File: config.mk
export PLATFORM = sky130hd
export DESIGN_NAME = lru_page_replacement
export DESIGN_NICKNAME = d
export VERILOG_FILES = /design/src/rtl/lru_pkg.sv /design/src/rtl/lru_page_replacement.sv /design/src/rtl/lru_cell.sv
export SDC_FILE = /design/constraint.sdc
export NUM_CORES = 1
export LEC_CHECK = 0
export BUFFER_PORTS_ARGS = -buffer_cell sky130_fd_sc_hd__buf_2
export CAP_MARGIN = 30
export CORE_MARGIN = 1.5
export CORE_UTILIZATION = 62
export DETAILED_ROUTE_END_ITERATION = 6
export MAX_ROUTING_LAYER = met4
export PLACE_DENSITY = 0.84
export SLEW_MARGIN = 10
export SYNTH_ARGS = -nofsm -noshare
export SYNTH_HDL_FRONTEND = slang
export SYNTH_SLANG_ARGS = --single-unit
File: constraint.sdc
create_clock -name clk -period 10.1 [get_ports clk]
set_input_delay 1.01 -clock clk [delete_from_list [all_inputs] [get_ports clk]]
set_output_delay 1.01 -clock clk [all_outputs]
set_load 0.05 [all_outputs]
File: src/rtl/lru_pkg.sv
// Shared types and constants for the LRU page replacement block.
// Used by lru_cell and lru_page_replacement; depends on nothing else.
`timescale 1ns / 1ps

package lru_pkg;

  localparam int FRAMES_DEF    = 16;
  localparam int PAGE_BITS_DEF = 16;

  // Fixed widths of the ports.
  localparam int PAGE_IN_W  = 16;
  localparam int FRAME_IDX_W = 4;
  localparam int CFG_W      = 5;
  localparam int COUNT_W    = 32;

  localparam logic [CFG_W-1:0]   CFG_RESET = 5'd16;
  localparam logic [COUNT_W-1:0] COUNT_MAX = 32'hFFFF_FFFF;

  typedef enum logic [1:0] {
    ST_IDLE,
    ST_LAUNCH,
    ST_SCAN
  } state_t;

  // Running search result handed from cell to cell.
  typedef struct packed {
    logic hit;
    logic found;
  } cell_flags_t;

  // Update broadcast to every cell at the end of a search.
  typedef struct packed {
    logic en;
    logic age_all;
    logic write_page;
    logic set_valid;
  } cell_upd_t;

endpackage

File: src/rtl/lru_page_replacement.sv
// Top level of the LRU page replacement block: control and the chain of frame cells.
// Depends on lru_pkg and lru_cell.
//
// Usage:
// A page reference is taken on page_number at a clock edge where start is high
// and busy is low. The request then travels down a chain of FRAMES cells, one
// cell per cycle, which looks for a resident copy and for the least recently
// used frame at the same time. When the search leaves the last cell all cells
// update their ranks and pages together, and in the cycle after that done is high for
// exactly one cycle with fault, frame_index, evicted, evicted_page and
// fault_total. The receiver cannot stall; the result must be taken then.
// A new request can be accepted in the cycle that done is high, but not before; the
// block does not take a new reference while the last one is still in the chain.
// frames_in_use is written with cfg_write and cfg_data; the user must write it only
// while the block is idle, as the block itself does not enforce this. Reset clears
// all valid marks, ranks, the fill count and the fault counter, and sets
// frames_in_use to 16. No clearing pass is needed after reset.
`timescale 1ns / 1ps

module lru_page_replacement #(
  parameter int FRAMES    = lru_pkg::FRAMES_DEF,
  parameter int PAGE_BITS = lru_pkg::PAGE_BITS_DEF
) (
  input  logic                              clk,
  input  logic                              rst,
  input  logic                              start,
  output logic                              busy,
  input  logic [lru_pkg::PAGE_IN_W-1:0]     page_number,
  input  logic                              cfg_write,
  input  logic [lru_pkg::CFG_W-1:0]         cfg_data,
  output logic                              done,
  output logic                              fault,
  output logic [lru_pkg::FRAME_IDX_W-1:0]   frame_index,
  output logic                              evicted,
  output logic [lru_pkg::PAGE_IN_W-1:0]     evicted_page,
  output logic [lru_pkg::COUNT_W-1:0]       fault_total
);

  localparam int IDX_W  = (FRAMES > 1) ? $clog2(FRAMES) : 1;
  localparam int RANK_W = IDX_W;
  localparam int CNT_W  = $clog2(FRAMES + 1);

  lru_pkg::state_t state;
  lru_pkg::state_t state_next;

  logic [lru_pkg::CFG_W-1:0]   frames_in_use;
  logic [CNT_W-1:0]            frames_filled;
  logic [lru_pkg::COUNT_W-1:0] fault_counter;
  logic [PAGE_BITS-1:0]        key;

  logic [31:0]      nf_wide;
  logic [CNT_W-1:0] nf;
  logic [31:0]      page_in_wide;

  // Chain links: entry 0 feeds the first cell, entry FRAMES leaves the last.
  logic [FRAMES:0]      tok;
  lru_pkg::cell_flags_t flags     [FRAMES+1];
  logic [IDX_W-1:0]     hit_idx   [FRAMES+1];
  logic [RANK_W-1:0]    hit_rank  [FRAMES+1];
  logic [IDX_W-1:0]     best_idx  [FRAMES+1];
  logic [RANK_W-1:0]    best_rank [FRAMES+1];
  logic [PAGE_BITS-1:0] best_page [FRAMES+1];

  lru_pkg::cell_upd_t upd;
  logic [IDX_W-1:0]   upd_idx;
  logic [RANK_W-1:0]  upd_rank;

  logic        accept;
  logic        last;
  logic        res_hit;
  logic        res_fill;
  logic [31:0] idx_wide;
  logic [31:0] evp_wide;

  always_comb begin
    if (frames_in_use == '0) begin
      nf_wide = 32'd1;
    end else if (32'(frames_in_use) > 32'(FRAMES)) begin
      nf_wide = 32'(FRAMES);
    end else begin
      nf_wide = 32'(frames_in_use);
    end
    nf           = nf_wide[CNT_W-1:0];
    page_in_wide = 32'(page_number);
  end

  assign tok[0]             = (state == lru_pkg::ST_LAUNCH);
  assign flags[0]           = '0;
  assign hit_idx[0]         = '0;
  assign hit_rank[0]        = '0;
  assign best_idx[0]        = '0;
  assign best_rank[0]       = '0;
  assign best_page[0]       = '0;

  for (genvar i = 0; i < FRAMES; i++) begin : g_cell
    lru_cell #(
      .IDX_W (IDX_W),
      .RANK_W(RANK_W),
      .PAGE_W(PAGE_BITS),
      .CNT_W (CNT_W),
      .INDEX (i)
    ) u_cell (
      .clk          (clk),
      .rst          (rst),
      .nf           (nf),
      .key          (key),
      .tok_in       (tok[i]),
      .flags_in     (flags[i]),
      .hit_idx_in   (hit_idx[i]),
      .hit_rank_in  (hit_rank[i]),
      .best_idx_in  (best_idx[i]),
      .best_rank_in (best_rank[i]),
      .best_page_in (best_page[i]),
      .tok_out      (tok[i+1]),
      .flags_out    (flags[i+1]),
      .hit_idx_out  (hit_idx[i+1]),
      .hit_rank_out (hit_rank[i+1]),
      .best_idx_out (best_idx[i+1]),
      .best_rank_out(best_rank[i+1]),
      .best_page_out(best_page[i+1]),
      .upd          (upd),
      .upd_idx      (upd_idx),
      .upd_rank     (upd_rank),
      .new_page     (key)
    );
  end

  always_ff @(posedge clk) begin
    if (rst) begin
      state <= lru_pkg::ST_IDLE;
    end else begin
      state <= state_next;
    end
  end

  always_comb begin
    state_next = state;
    busy       = (state != lru_pkg::ST_IDLE);
    accept     = start && !busy;
    last       = (state == lru_pkg::ST_SCAN) && tok[FRAMES];
    unique case (state)
      lru_pkg::ST_IDLE: begin
        if (start) begin
          state_next = lru_pkg::ST_LAUNCH;
        end
      end
      lru_pkg::ST_LAUNCH: begin
        state_next = lru_pkg::ST_SCAN;
      end
      lru_pkg::ST_SCAN: begin
        if (tok[FRAMES]) begin
          state_next = lru_pkg::ST_IDLE;
        end
      end
      default: begin
        state_next = lru_pkg::ST_IDLE;
      end
    endcase

    res_hit  = flags[FRAMES].hit;
    res_fill = !res_hit && (frames_filled < nf);

    upd.en         = last;
    upd.age_all    = res_fill;
    upd.write_page = !res_hit;
    upd.set_valid  = res_fill;
    if (res_hit) begin
      upd_idx  = hit_idx[FRAMES];
      upd_rank = hit_rank[FRAMES];
    end else if (res_fill) begin
      upd_idx  = IDX_W'(frames_filled);
      upd_rank = '0;
    end else begin
      upd_idx  = best_idx[FRAMES];
      upd_rank = best_rank[FRAMES];
    end
    idx_wide = 32'(upd_idx);
    evp_wide = 32'(best_page[FRAMES]);
  end

  always_ff @(posedge clk) begin
    if (rst) begin
      frames_in_use <= lru_pkg::CFG_RESET;
    end else if (cfg_write) begin
      frames_in_use <= cfg_data;
    end
  end

  always_ff @(posedge clk) begin
    if (accept) begin
      key <= page_in_wide[PAGE_BITS-1:0];
    end
  end

  always_ff @(posedge clk) begin
    if (rst) begin
      frames_filled <= '0;
      fault_counter <= '0;
      done          <= 1'b0;
    end else begin
      done <= last;
      if (last && !res_hit) begin
        if (fault_counter != lru_pkg::COUNT_MAX) begin
          fault_counter <= fault_counter + 1'b1;
        end
        if (res_fill) begin
          frames_filled <= frames_filled + 1'b1;
        end
      end
    end
  end

  always_ff @(posedge clk) begin
    if (last) begin
      fault        <= !res_hit;
      frame_index  <= idx_wide[lru_pkg::FRAME_IDX_W-1:0];
      evicted      <= !res_hit && !res_fill;
      evicted_page <= (!res_hit && !res_fill) ? evp_wide[lru_pkg::PAGE_IN_W-1:0] : '0;
    end
  end

  assign fault_total = fault_counter;

  // Only one request may be in the chain at a time.
  a_one_token: assert property (@(posedge clk) disable iff (rst) $onehot0(tok))
    else $error("more than one request in the cell chain");

  a_idle_empty: assert property (@(posedge clk) disable iff (rst)
    state == lru_pkg::ST_IDLE |-> tok == '0)
    else $error("cell chain busy while idle");

  a_done_after_scan: assert property (@(posedge clk) disable iff (rst)
    done |-> $past(last))
    else $error("result strobe without a finished search");

  a_filled_bound: assert property (@(posedge clk) disable iff (rst)
    32'(frames_filled) <= 32'(FRAMES))
    else $error("fill count beyond the number of frames");

  a_count_monotonic: assert property (@(posedge clk) disable iff (rst)
    1'b1 |=> fault_counter >= $past(fault_counter))
    else $error("fault counter went backward");

endmodule

File: src/rtl/lru_cell.sv
// One page frame of the LRU chain: page, valid mark and recency rank.
// Passes the running hit and oldest-frame search on to the next cell.
// Depends on lru_pkg.
`timescale 1ns / 1ps

module lru_cell #(
  parameter int IDX_W  = 4,
  parameter int RANK_W = 4,
  parameter int PAGE_W = 16,
  parameter int CNT_W  = 5,
  parameter int INDEX  = 0
) (
  input  logic                clk,
  input  logic                rst,
  input  logic [CNT_W-1:0]    nf,
  input  logic [PAGE_W-1:0]   key,
  input  logic                tok_in,
  input  lru_pkg::cell_flags_t flags_in,
  input  logic [IDX_W-1:0]    hit_idx_in,
  input  logic [RANK_W-1:0]   hit_rank_in,
  input  logic [IDX_W-1:0]    best_idx_in,
  input  logic [RANK_W-1:0]   best_rank_in,
  input  logic [PAGE_W-1:0]   best_page_in,
  output logic                tok_out,
  output lru_pkg::cell_flags_t flags_out,
  output logic [IDX_W-1:0]    hit_idx_out,
  output logic [RANK_W-1:0]   hit_rank_out,
  output logic [IDX_W-1:0]    best_idx_out,
  output logic [RANK_W-1:0]   best_rank_out,
  output logic [PAGE_W-1:0]   best_page_out,
  input  lru_pkg::cell_upd_t  upd,
  input  logic [IDX_W-1:0]    upd_idx,
  input  logic [RANK_W-1:0]   upd_rank,
  input  logic [PAGE_W-1:0]   new_page
);

  localparam logic [IDX_W-1:0] MY_IDX = IDX_W'(INDEX);

  logic [PAGE_W-1:0] page;
  logic              valid;
  logic [RANK_W-1:0] rank;

  logic                 active;
  logic                 take_hit;
  logic                 take_best;
  lru_pkg::cell_flags_t flags_next;

  always_comb begin
    active    = CNT_W'(INDEX) < nf;
    take_hit  = active && valid && !flags_in.hit && (page == key);
    // Strictly greater keeps the lowest frame on a tie.
    take_best = active && valid && (!flags_in.found || rank > best_rank_in);
    flags_next.hit   = flags_in.hit || take_hit;
    flags_next.found = flags_in.found || take_best;
  end

  always_ff @(posedge clk) begin
    if (rst) begin
      tok_out <= 1'b0;
    end else begin
      tok_out <= tok_in;
    end
  end

  always_ff @(posedge clk) begin
    flags_out     <= flags_next;
    hit_idx_out   <= take_hit ? MY_IDX : hit_idx_in;
    hit_rank_out  <= take_hit ? rank : hit_rank_in;
    best_idx_out  <= take_best ? MY_IDX : best_idx_in;
    best_rank_out <= take_best ? rank : best_rank_in;
    best_page_out <= take_best ? page : best_page_in;
  end

  always_ff @(posedge clk) begin
    if (rst) begin
      valid <= 1'b0;
      rank  <= '0;
    end else if (upd.en) begin
      if (upd_idx == MY_IDX) begin
        rank <= '0;
        if (upd.set_valid) begin
          valid <= 1'b1;
        end
      end else if (valid && (upd.age_all || rank < upd_rank)) begin
        rank <= rank + 1'b1;
      end
    end
  end

  always_ff @(posedge clk) begin
    if (upd.en && upd.write_page && upd_idx == MY_IDX) begin
      page <= new_page;
    end
  end

endmodule

Word-level counts from Yosys, hierarchy flattened:

Cells that the tools add are included.

* RAM bits: 0
* memories kept: 0
* bits in latches: 0
* flip-flop bits (word level): 948
* memory bits (read-only): 0
* input port bits: 25
* output and inout bits: 56
* word-level logic and storage cells: 619

* reductions and logical operators: 247
* order comparisons: 49
* multiply operators: 0
* equality and inequality tests: 36
* div/mod/pow operators: 0
* shifts and indexed selects: 0
* multiplexer cells: 86
* bitwise operators: 0
* add/subtract/negate cells: 18

Operators with widths (number)
* $mux W4: 66
* $eq A16 B16 Y1: 16
* $mux W16: 15
* $logic_and A1 B1 Y1: 99
* $add A4 B1 Y4 const B: 16
* $lt A4 B4 Y1: 16
* $gt A4 B4 Y1: 15
* $logic_or A1 B1 Y1: 60
* $reduce_and A3 Y1: 16
* $lt A4 B5 Y1 const A: 8
* $reduce_and A2 Y1: 19
* $reduce_bool A2 Y1: 17
* $logic_not A1 Y1: 33
* $add A32 B1 Y32 const B: 1
* $eq A4 B4 Y1 const B: 8
* $ne A32 B32 Y1 const B: 1
* $lt A3 B5 Y1 const A: 4
* $eq A4 B3 Y1 const B: 4
* $lt A1 B5 Y1 const A: 2
* $lt A2 B5 Y1 const A: 2
* $mux W5: 2
* $eq A4 B2 Y1 const B: 2
* $pmux W2 S3: 1
* $add A5 B1 Y5 const B: 1
* other kinds (11): 12

Logic depth before layout (Yosys ltp):

Gate-level depths: netlist of the first run.

* depth after elaboration: 12
* gate-level depth with buffers: 17
* depth with buffers taken out: 15

By module:

A second synthesis of the first run with hierarchy kept.

* cells, all modules: 3027
* area total of the unflattened synthesis: 38966.1 µm²

By module, submodules not included
* lru_cell (g_cell[13].u_cell ...): cells each 168, sequential area each 1281.2 µm², times used 2, area an instance 2193.4 µm²
* lru_page_replacement: cells each 360, sequential area each 2042.0 µm², times used 1, area an instance 3791.1 µm²
* lru_cell (g_cell[0].u_cell): cells each 166, sequential area each 1281.2 µm², times used 1, area an instance 2252.2 µm²
* lru_cell (g_cell[8].u_cell): cells each 166, sequential area each 1281.2 µm², times used 1, area an instance 2230.9 µm²
* lru_cell (g_cell[14].u_cell): cells each 165, sequential area each 1281.2 µm², times used 1, area an instance 2209.6 µm²
* lru_cell (g_cell[12].u_cell): cells each 167, sequential area each 1281.2 µm², times used 1, area an instance 2208.4 µm²
* lru_cell (g_cell[6].u_cell): cells each 165, sequential area each 1281.2 µm², times used 1, area an instance 2204.6 µm²
* lru_cell (g_cell[11].u_cell): cells each 168, sequential area each 1281.2 µm², times used 1, area an instance 2194.6 µm²
* lru_cell (g_cell[2].u_cell): cells each 166, sequential area each 1281.2 µm², times used 1, area an instance 2192.1 µm²
* lru_cell (g_cell[5].u_cell): cells each 167, sequential area each 1281.2 µm², times used 1, area an instance 2192.1 µm²
* lru_cell (g_cell[9].u_cell): cells each 169, sequential area each 1281.2 µm², times used 1, area an instance 2190.9 µm²
* lru_cell (g_cell[7].u_cell): cells each 165, sequential area each 1281.2 µm², times used 1, area an instance 2189.6 µm²
* lru_cell (g_cell[1].u_cell): cells each 165, sequential area each 1281.2 µm², times used 1, area an instance 2187.1 µm²
* lru_cell (g_cell[3].u_cell): cells each 168, sequential area each 1281.2 µm², times used 1, area an instance 2187.1 µm²
* +2 rows

Worst setup path after synthesis of the first run:

Ideal clock, no wire load.

* kind: flip-flop to flip-flop
* start point: reg frames_in_use[2] (netlist name)
* end point: reg g_cell[5].u_cell.rank[2]
* required time: 9.978 ns
* arrival time: 4.149 ns
* library setup time: 0.122 ns
* buffers on the path: 2
* stages on the path, launching flop included: 17
* period minus slack after synthesis: 4.270 ns
* setup slack: 5.830 ns
* cells stage by stage: dfxtp_1 clkbuf_1 nand2_1 ha_1 a41oi_1 o21a_1 nand2_4 buf_6 and3_1 a21oi_1 ha_1 o21a_1 a2111oi_0 o31ai_1 o21ai_0 a31oi_1 a221o_1

* cells in the longest elaborated chain, start to end: 12
* elaborated cells between the ends (all ways): 17
* classes of those cells: 3 x order compare; 1 x eq/ne; 7 x mux; 6 x reduce/logical

Ends and longest elaborated chain
* start, declared: line lru_page_replacement.sv:46 `logic [lru_pkg::CFG_W-1:0] frames_in_use;`
* start signal, assigned: line lru_page_replacement.sv:183 `frames_in_use <= lru_pkg::CFG_RESET;`
* start signal, assigned: line lru_page_replacement.sv:185 `frames_in_use <= cfg_data;`
* $gt A5 B5 Y1: line lru_page_replacement.sv:78 `end else if (32'(frames_in_use) > 32'(FRAMES)) begin`
* $mux W5: line lru_page_replacement.sv:78
* $mux W5 *: line lru_page_replacement.sv:76 `if (frames_in_use == '0) begin`
* $lt A5 B5 Y1 *: line lru_page_replacement.sv:161 `res_fill = !res_hit && (frames_filled < nf);`
* $logic_and A1 B1 Y1 *: line lru_page_replacement.sv:161
* $mux W4: line lru_page_replacement.sv:170 `end else if (res_fill) begin`
* $mux W4: line lru_page_replacement.sv:167 `if (res_hit) begin`
* $lt A4 B4 Y1: line lru_cell.sv:84 `end else if (valid && (upd.age_all || rank < upd_rank)) begin`
* $logic_or A1 B1 Y1: line lru_cell.sv:84
* $logic_and A1 B1 Y1: line lru_cell.sv:84
* $reduce_bool A2 Y1 (no source line)
* $reduce_and A2 Y1 (no source line)
* end signal, assigned: line lru_cell.sv:85 `rank <= rank + 1'b1;`
* end, declared: line lru_cell.sv:41 `logic [RANK_W-1:0] rank;`

Mark *: on every way between the ends. The rest lies on a longest branch, timed or not.
A chain may end at the register's enable or synchronous reset.

Worst setup path in the final report of the first run:

* start point: reg frames_in_use[4] (netlist name)
* end point: reg g_cell[13].u_cell.rank[3]

* cells in the longest elaborated chain, start to end: 12
* elaborated cells between the ends (all ways): 17
* classes of those cells: 3 x order compare; 1 x eq/ne; 7 x mux; 6 x reduce/logical

Ends and longest elaborated chain (line)
* $gt A5 B5 Y1: lru_page_replacement.sv:78
* $mux W5: lru_page_replacement.sv:78
* $mux W5 *: lru_page_replacement.sv:76
* $lt A5 B5 Y1 *: lru_page_replacement.sv:161
* $logic_and A1 B1 Y1 *: lru_page_replacement.sv:161
* $mux W4: lru_page_replacement.sv:170
* $mux W4: lru_page_replacement.sv:167
* $lt A4 B4 Y1: lru_cell.sv:84
* $logic_or A1 B1 Y1: lru_cell.sv:84
* $logic_and A1 B1 Y1: lru_cell.sv:84
* $reduce_bool A2 Y1 (no source line)
* $reduce_and A2 Y1 (no source line)
* end signal, assigned: lru_cell.sv:85
* end, declared: lru_cell.sv:41

Marked as above.

==> impl_metrics.py, run 1 <==
metrics = {
    "status": {
        "status": "finished with violations",
        "violations": "design-rule violations",
    },
    "worst_setup_path": {
        "required_ns": 10.67,
        "r2r_setup_slack_ns": 5.28,
        "arrival_ns": 5.39,
        "endpoint_kind": "register",
        "crit_path_start_kind": "register",
        "crit_type": "register to register",
        "worstPathMaxFanout": 11,
    },
    "pwr": {
        "pwr_density_cell_mw_per_mm2": 184,
        "leakagePower_nw": 16.2,
        "finalPower_w": 0.00775,
        "vdd_ir_drop_max_v": 0.000135,
    },
    "timing": {
        "worst_slew_pin_slew_ns": 1.06,
        "period_share": 0.477,
        "drv_slew": 0,
        "slew_headroom": 0.285,
        "rsz0062_at_grt": "no",
        "setup_viol": 0,
        "fin_crit_ns": 4.82,
        "skew_ns": 0.0430,
        "final_hold_viol_count": 0,
        "setup_tns_ns": 0,
        "max_freq_mhz": 208,
        "whs_ns": 0.409,
    },
    "yosys": {
        "async_flop_share": 0,
        "yosysSeqAreaShare": 0.590,
        "yosysWarnings": 0,
        "syn_area_per_cell_um2": 12.5,
        "synth-seq-cells": 948,
        "synthesis.nets": 3116,
        "synth_cells": 2977,
        "syn_area_mm2": 0.0371,
        "synth_edf_count": 294,
        "ys.flop_type": "dfxtp_1",
        "yosys.cell_types.count": 86,
    },
    "routing": {
        "first_iter_violations": 2289,
        "dr_total_vias": 24225,
        "post_drt_wl_per_cell_um": 23.0,
        "first_pass_iters": 7,
        "drc": 6,
        "drtAntennaViolNets": 0,
        "wl_um": 91400,
        "vias_per_cell": 6.10,
    },
    "clock_tree": {
        "cts_resized": 0,
        "cts_buffers": 90,
        "cts.sinks": 948,
        "cts.clk_slew.worst_paths_ns": 0.06,
        "post_cts_buffers": 0,
        "cts_hold_buffers": 0,
        "clock_latency_ns": 0.67,
        "cts_tree": "done",
        "htreeDepth": 3,
        "cts_buffer_depth": 3,
        "root_buffer": "clkbuf_16",
    },
    "floorplan": {
        "start_util": 0.628,
        "coreArea_mm2": 0.0591,
        "dieArea_mm2": 0.0614,
        "rows": 89,
        "die-height_um": 248,
        "io_pins": 81,
        "die_w_um": 248,
    },
    "layout": {
        "syn2layout_area_growth_pct": 13.1,
        "multi_input_area_mm2": 0.0145,
        "post-route-util": 0.710,
        "n_fill_cell": 3775,
        "drive_above_1_share": 0.248,
        "ff_latch_area_mm2": 0.0219,
        "nNetsFinal": 3259,
    },
    "placement": {
        "globalplace.congestion": 0.993,
        "port_buffers": 80,
        "dp_hpwl_um": 60300,
    },
    "grt": {
        "grt_overflow": 0,
        "met3_usage": 0.0495,
        "grt_util_met1": 0.396,
        "gr-usage-met2": 0.483,
        "track_usage": 0.307,
        "grt_pass1_vias": 24697,
        "antenna_found_initial": 3,
        "grt_pass1_wl_um": 140000,
        "grt_busiest_layer": "met2",
        "grt_max_degree": 64,
    },
    "hold_path": {
        "worstHoldPathType": "register to register",
    },
    "run": {
        "cap_viol_max_count": 0,
    },
}
## critical path: stages (launching register included)
cell,delay [ns]
dfxtp_1,0.49
inv_2,0.15
ha_1,0.35
a41oi_1,0.27
o21a_1,0.39
nand2_4,0.18
and3_1,0.23
a21oi_1,0.75
buf_4,0.37
ha_1,0.27
o21ai_0,0.07
a21oi_1,0.05
o21ai_0,0.44
nand3_1,0.15
or4b_1,0.49
o211ai_1,0.10
## power breakdown
part	internal (W)	total [W]	leakage (nW)	switching (W)
Clock	0.00207	0.00356	1.57	0.00149
Sequential	0.00394	0.00395	7.90	0.0000162
Combinational	0.0000742	0.000230	6.75	0.000156
Total	0.00608	0.00775	16.2	0.00166
## sequential cells by signal (all words and copies together), names as in the netlist, 2 cells and up
signal                       cells
g_cell.u_cell.flags_out         31
g_cell.u_cell.best_page_out    256
frames_filled                    5
g_cell.u_cell.page             256
fault_total                     32
evicted_page                    16
g_cell.u_cell.hit_rank_out      64
state                            2
g_cell.u_cell.best_idx_out      49
g_cell.u_cell.best_rank_out     64
g_cell.u_cell.hit_idx_out       49
frames_in_use                    5
key                             16
g_cell.u_cell.valid             16
g_cell.u_cell.tok_out           16
frame_index                      4
g_cell.u_cell.rank              64
## cells in the mapped netlist, types with 7 or more instances
master | number | area [um2]
o211ai_1 | 19 | 143
nor4_1 | 39 | 244
inv_1 | 90 | 338
nor3_1 | 23 | 115
clkbuf_1 | 98 | 368
xnor2_1 | 146 | 1280
dfxtp_1 | 654 | 13100
a21oi_1 | 97 | 485
ha_1 | 114 | 1430
nor2b_1 | 70 | 438
nand2b_1 | 38 | 238
and4_1 | 9 | 78.8
mux2_2 | 352 | 3960
buf_1 | 7 | 26.3
and3_1 | 22 | 138
nor2_1 | 100 | 375
xor2_1 | 143 | 1250
and2_1 | 49 | 307
nand4_1 | 59 | 369
mux2i_1 | 30 | 300
a41o_1 | 17 | 170
o21a_1 | 8 | 60.1
nand2_1 | 73 | 274
o21ai_0 | 94 | 470
edfxtp_1 | 294 | 8830
or4_1 | 12 | 90.1
a31oi_1 | 23 | 144
or2_2 | 72 | 450
nand3_1 | 85 | 425
buf_2 | 8 | 40.0
nor4_2 | 8 | 100
## per-layer routing
metal  up-vias  wire, um
met5         -         0
met4         0      3570
met3       253      6760
met2      1063     43000
met1     11988     38000
li1      10921         -
## cell families (layout without fill, tap and decap cells)
kind of cell,count (synthesis),in the layout,synth area share
AOI/OAI and AO/OA,337,337,0.0587
muxes,385,385,0.116
buffers and inverters,211,432,0.0223
other,0,2,0
xor gates and xnor gates,289,289,0.0682
DFF,948,948,0.590
and+or+nand+nor,693,693,0.106
adders and majority gates,114,114,0.0384
## through the flow
step | worst slack (ns) | cells | instance area [um2]
floorplan | 5.83 | 2977 | 37100
global route | 4.97 | 3973 | 42000
detailed placement | 5.41 | 3797 | 38700
finish | 5.28 | 3973 | 42000
CTS | 5.13 | 3967 | 42000
global placement | 5.59 | 3787 | 38700
## cell type report
class                           count  area share
Inverter                           95     0.00864
Timing Repair Buffer              167      0.0252
Clock inverter                     40      0.0130
Sequential cell                   948       0.522
Antenna cell                        2    0.000119
Multi-Input combinational cell   1818       0.344
Clock buffer                      130      0.0635
Tap cell                          773      0.0230
## path summary, 6_finish.rpt
check                                    from                                to  depth (start not counted)
max reg2reg                  frames_in_use[4]         g_cell[13].u_cell.rank[3]                         15
max                          frames_in_use[4]         g_cell[13].u_cell.rank[3]                         15
min reg2reg  g_cell[6].u_cell.best_idx_out[0]  g_cell[7].u_cell.best_idx_out[0]                          1
min          g_cell[6].u_cell.best_idx_out[0]  g_cell[7].u_cell.best_idx_out[0]                          1
## layout by cell type, fill, tap and decap left out, drive strengths merged, types with 8 or more instances in the layout
cell / count
nand2: 75
bufinv: 8
clkbuf: 131
a41o: 17
o211ai: 20
or2: 72
and3: 22
dfxtp: 654
xor2: 143
or4: 13
and2: 49
o21ai: 97
xnor2: 146
and4: 9
nor4: 47
inv: 98
nor3: 23
buf: 166
a31oi: 24
nand3: 86
o21a: 8
ha: 114
clkinv: 27
nor2b: 70
mux2i: 31
mux2: 354
nor2: 100
edfxtp: 294
a21oi: 98
nand4: 60
nand2b: 38
Note: power is estimated with default switching activity, not from simulation.
==> run 2, diff against run 1 <==
Clock period 10.1 ns to 4.55 ns, I/O delays scaled along.
==> run 2 against run 1 <==
Effect of this change: the run still ends with design-rule violations left; die area is the same; critical path depth grew 1; final cell count grew 0.73%; core utilization grew 0.32 points; via count grew 0.41%; total power grew 120%; setup slack lost 4.9 ns; sequential share of layout area shrank 0.23 points; sequential power grew 120%; global-route usage shrank 0.33 points; first-iteration DRC count shrank 4.8%; register-to-register slack lost 4.9 ns; largest cell class unchanged; largest power group unchanged.
==> impl_metrics.py, run 2 (synthesis gave the netlist of run 1 again) <==
metrics = {
    "routing": {
        "dr_total_vias": 24324,
        "drc": 7,
        "vias_per_cell": 6.08,
        "post_drt_wl_per_cell_um": 22.5,
        "wl_um": 90100,
        "first_pass_iters": 7,
        "first_iter_violations": 2180,
        "drtAntennaViolNets": 0,
    },
    "grt": {
        "antenna_found_initial": 2,
        "grt_util_met1": 0.397,
        "grt_overflow": 0,
        "track_usage": 0.304,
        "grt_busiest_layer": "met2",
        "met3_usage": 0.0446,
        "grt_pass1_wl_um": 140000,
        "grt_pass1_vias": 24945,
        "gr-usage-met2": 0.479,
        "grt_max_degree": 62,
    },
    "clock_tree": {
        "cts_tree": "done",
        "clock_latency_ns": 0.66,
        "htreeDepth": 3,
        "cts_buffers": 91,
        "cts_buffer_depth": 3,
        "root_buffer": "clkbuf_16",
        "post_cts_buffers": 0,
        "cts.clk_slew.worst_paths_ns": 0.06,
        "cts.sinks": 948,
    },
    "status": {
        "violations": "design-rule violations",
        "status": "finished with violations",
    },
    "floorplan": {
        "start_util": 0.628,
        "die-height_um": 248,
        "dieArea_mm2": 0.0614,
        "die_w_um": 248,
        "io_pins": 81,
        "rows": 89,
        "coreArea_mm2": 0.0591,
    },
    "run": {
        "cap_viol_max_count": 0,
    },
    "pwr": {
        "vdd_ir_drop_max_v": 0.000288,
        "leakagePower_nw": 16.3,
        "pwr_density_cell_mw_per_mm2": 401,
        "finalPower_w": 0.0169,
    },
    "worst_setup_path": {
        "required_ns": 5.07,
        "endpoint_kind": "register",
        "crit_type": "register to register",
        "worstPathMaxFanout": 16,
        "crit_path_start_kind": "register",
        "arrival_ns": 4.71,
    },
    "hold_path": {
        "worstHoldPathType": "primary input to register",
    },
    "timing": {
        "period_share": 0.921,
        "slew_headroom": 0.276,
        "fin_crit_ns": 4.19,
        "worst_slack_ns": 0.360,
        "final_hold_viol_count": 0,
        "max_freq_mhz": 239,
        "setup_viol": 0,
        "drv_slew": 0,
        "setup_tns_ns": 0,
        "skew_ns": 0.0318,
        "rsz0062_at_grt": "no",
        "worst_slew_pin_slew_ns": 1.08,
    },
    "layout": {
        "syn2layout_area_growth_pct": 13.6,
        "final_common_cell": "dfxtp_1",
        "layout_common_cells": "dfxtp_1 (654), mux2_2 (352), edfxtp_1 (294)",
        "drive_above_1_share": 0.249,
        "diodes": 0,
        "nNetsFinal": 3295,
        "n_fill_cell": 3698,
        "largest_registers": "g_cell.u_cell.best_page_out x256, g_cell.u_cell.page x256",
    },
    "placement": {
        "dp_hpwl_um": 61700,
        "port_buffers": 80,
        "globalplace.congestion": 0.946,
        "place_ws_ns": 0.330,
    },
}
run 2: cell count changes in the layout (fill, tap and decap cells not counted), moves of 4 or more:
cell           before  now
buf_12              0    5
buf_4              78   89
dlygate4sd3_1       0   16
clkbuf_4            1    5
clkinv_2           12   19
clkbuf_8           18   12
run 2: through the flow:
step,cell area [um2],utilization,hold slack [ns],std cells
2_1_floorplan,37100,-,0.393,2977
3_3_place_gp,38900,0.657,0.397,3806
3_5_place_dp,38900,0.659,0.398,3813
4_1_cts,42100,0.713,0.0513,3995
5_1_grt,42200,0.713,0.0632,4002
6_report,42200,0.713,0.0754,4002
run 2: path summary, 6_finish.rpt:
check | end | from | slack, ns | cells after the start
worst min-delay path | state[0] | start | 0.08 | 3
worst min register to register | g_cell[14].u_cell.best_idx_out[3] | g_cell[13].u_cell.best_idx_out[3] | 0.41 | 1
worst max-delay path | g_cell[5].u_cell.rank[2] | frames_in_use[4] | 0.36 | 16
worst max register to register | g_cell[5].u_cell.rank[2] | frames_in_use[4] | 0.36 | 16
run 2: final cells by class:
class                           count  area (um2)  share of cell area
Clock buffer                      125        2590              0.0614
Multi-Input combinational cell   1818       14500               0.343
Sequential cell                   948       21900               0.520
Clock inverter                     41         447              0.0106
Tap cell                          773         967              0.0229
Inverter                           95         363             0.00860
Timing Repair Buffer              202        1440              0.0341
run 2: repair_timing:
action,in CTS,in global routing
resized for setup,0,3
endpoints found under the hold margin,16,0
hold buffers,16,0
setup endpoints to repair,0,6
run 2: worst max-delay path: stages (launching register included):
cell and delay (ns):
dfxtp_1 0.49, inv_2 0.14, nand2_1 0.09, ha_1 0.26
a41oi_1 0.28, o21a_2 0.31, nand2_4 0.15, and3_1 0.23
a21oi_1 0.11, buf_4 0.30, ha_1 0.29, o21a_1 0.12
a2111oi_1 0.38, o31ai_1 0.20, o21ai_0 0.20, a31oi_1 0.10
a221o_1 0.41
run 2: power by group:
group / internal, W / switching [W]
sequential: 0.00874 / 0.0000678
clock: 0.00435 / 0.00324
combinational: 0.000193 / 0.000321
total: 0.0133 / 0.00363
run 2: per-layer routing:
metal | wire length [um] | vias up | share of wire
met3 | 6520 | 256 | 0.072
li1 | - | 11006 | -
met1 | 37700 | 11979 | 0.42
met4 | 3640 | 0 | 0.040
met5 | 0 | - | 0
met2 | 42200 | 1083 | 0.47
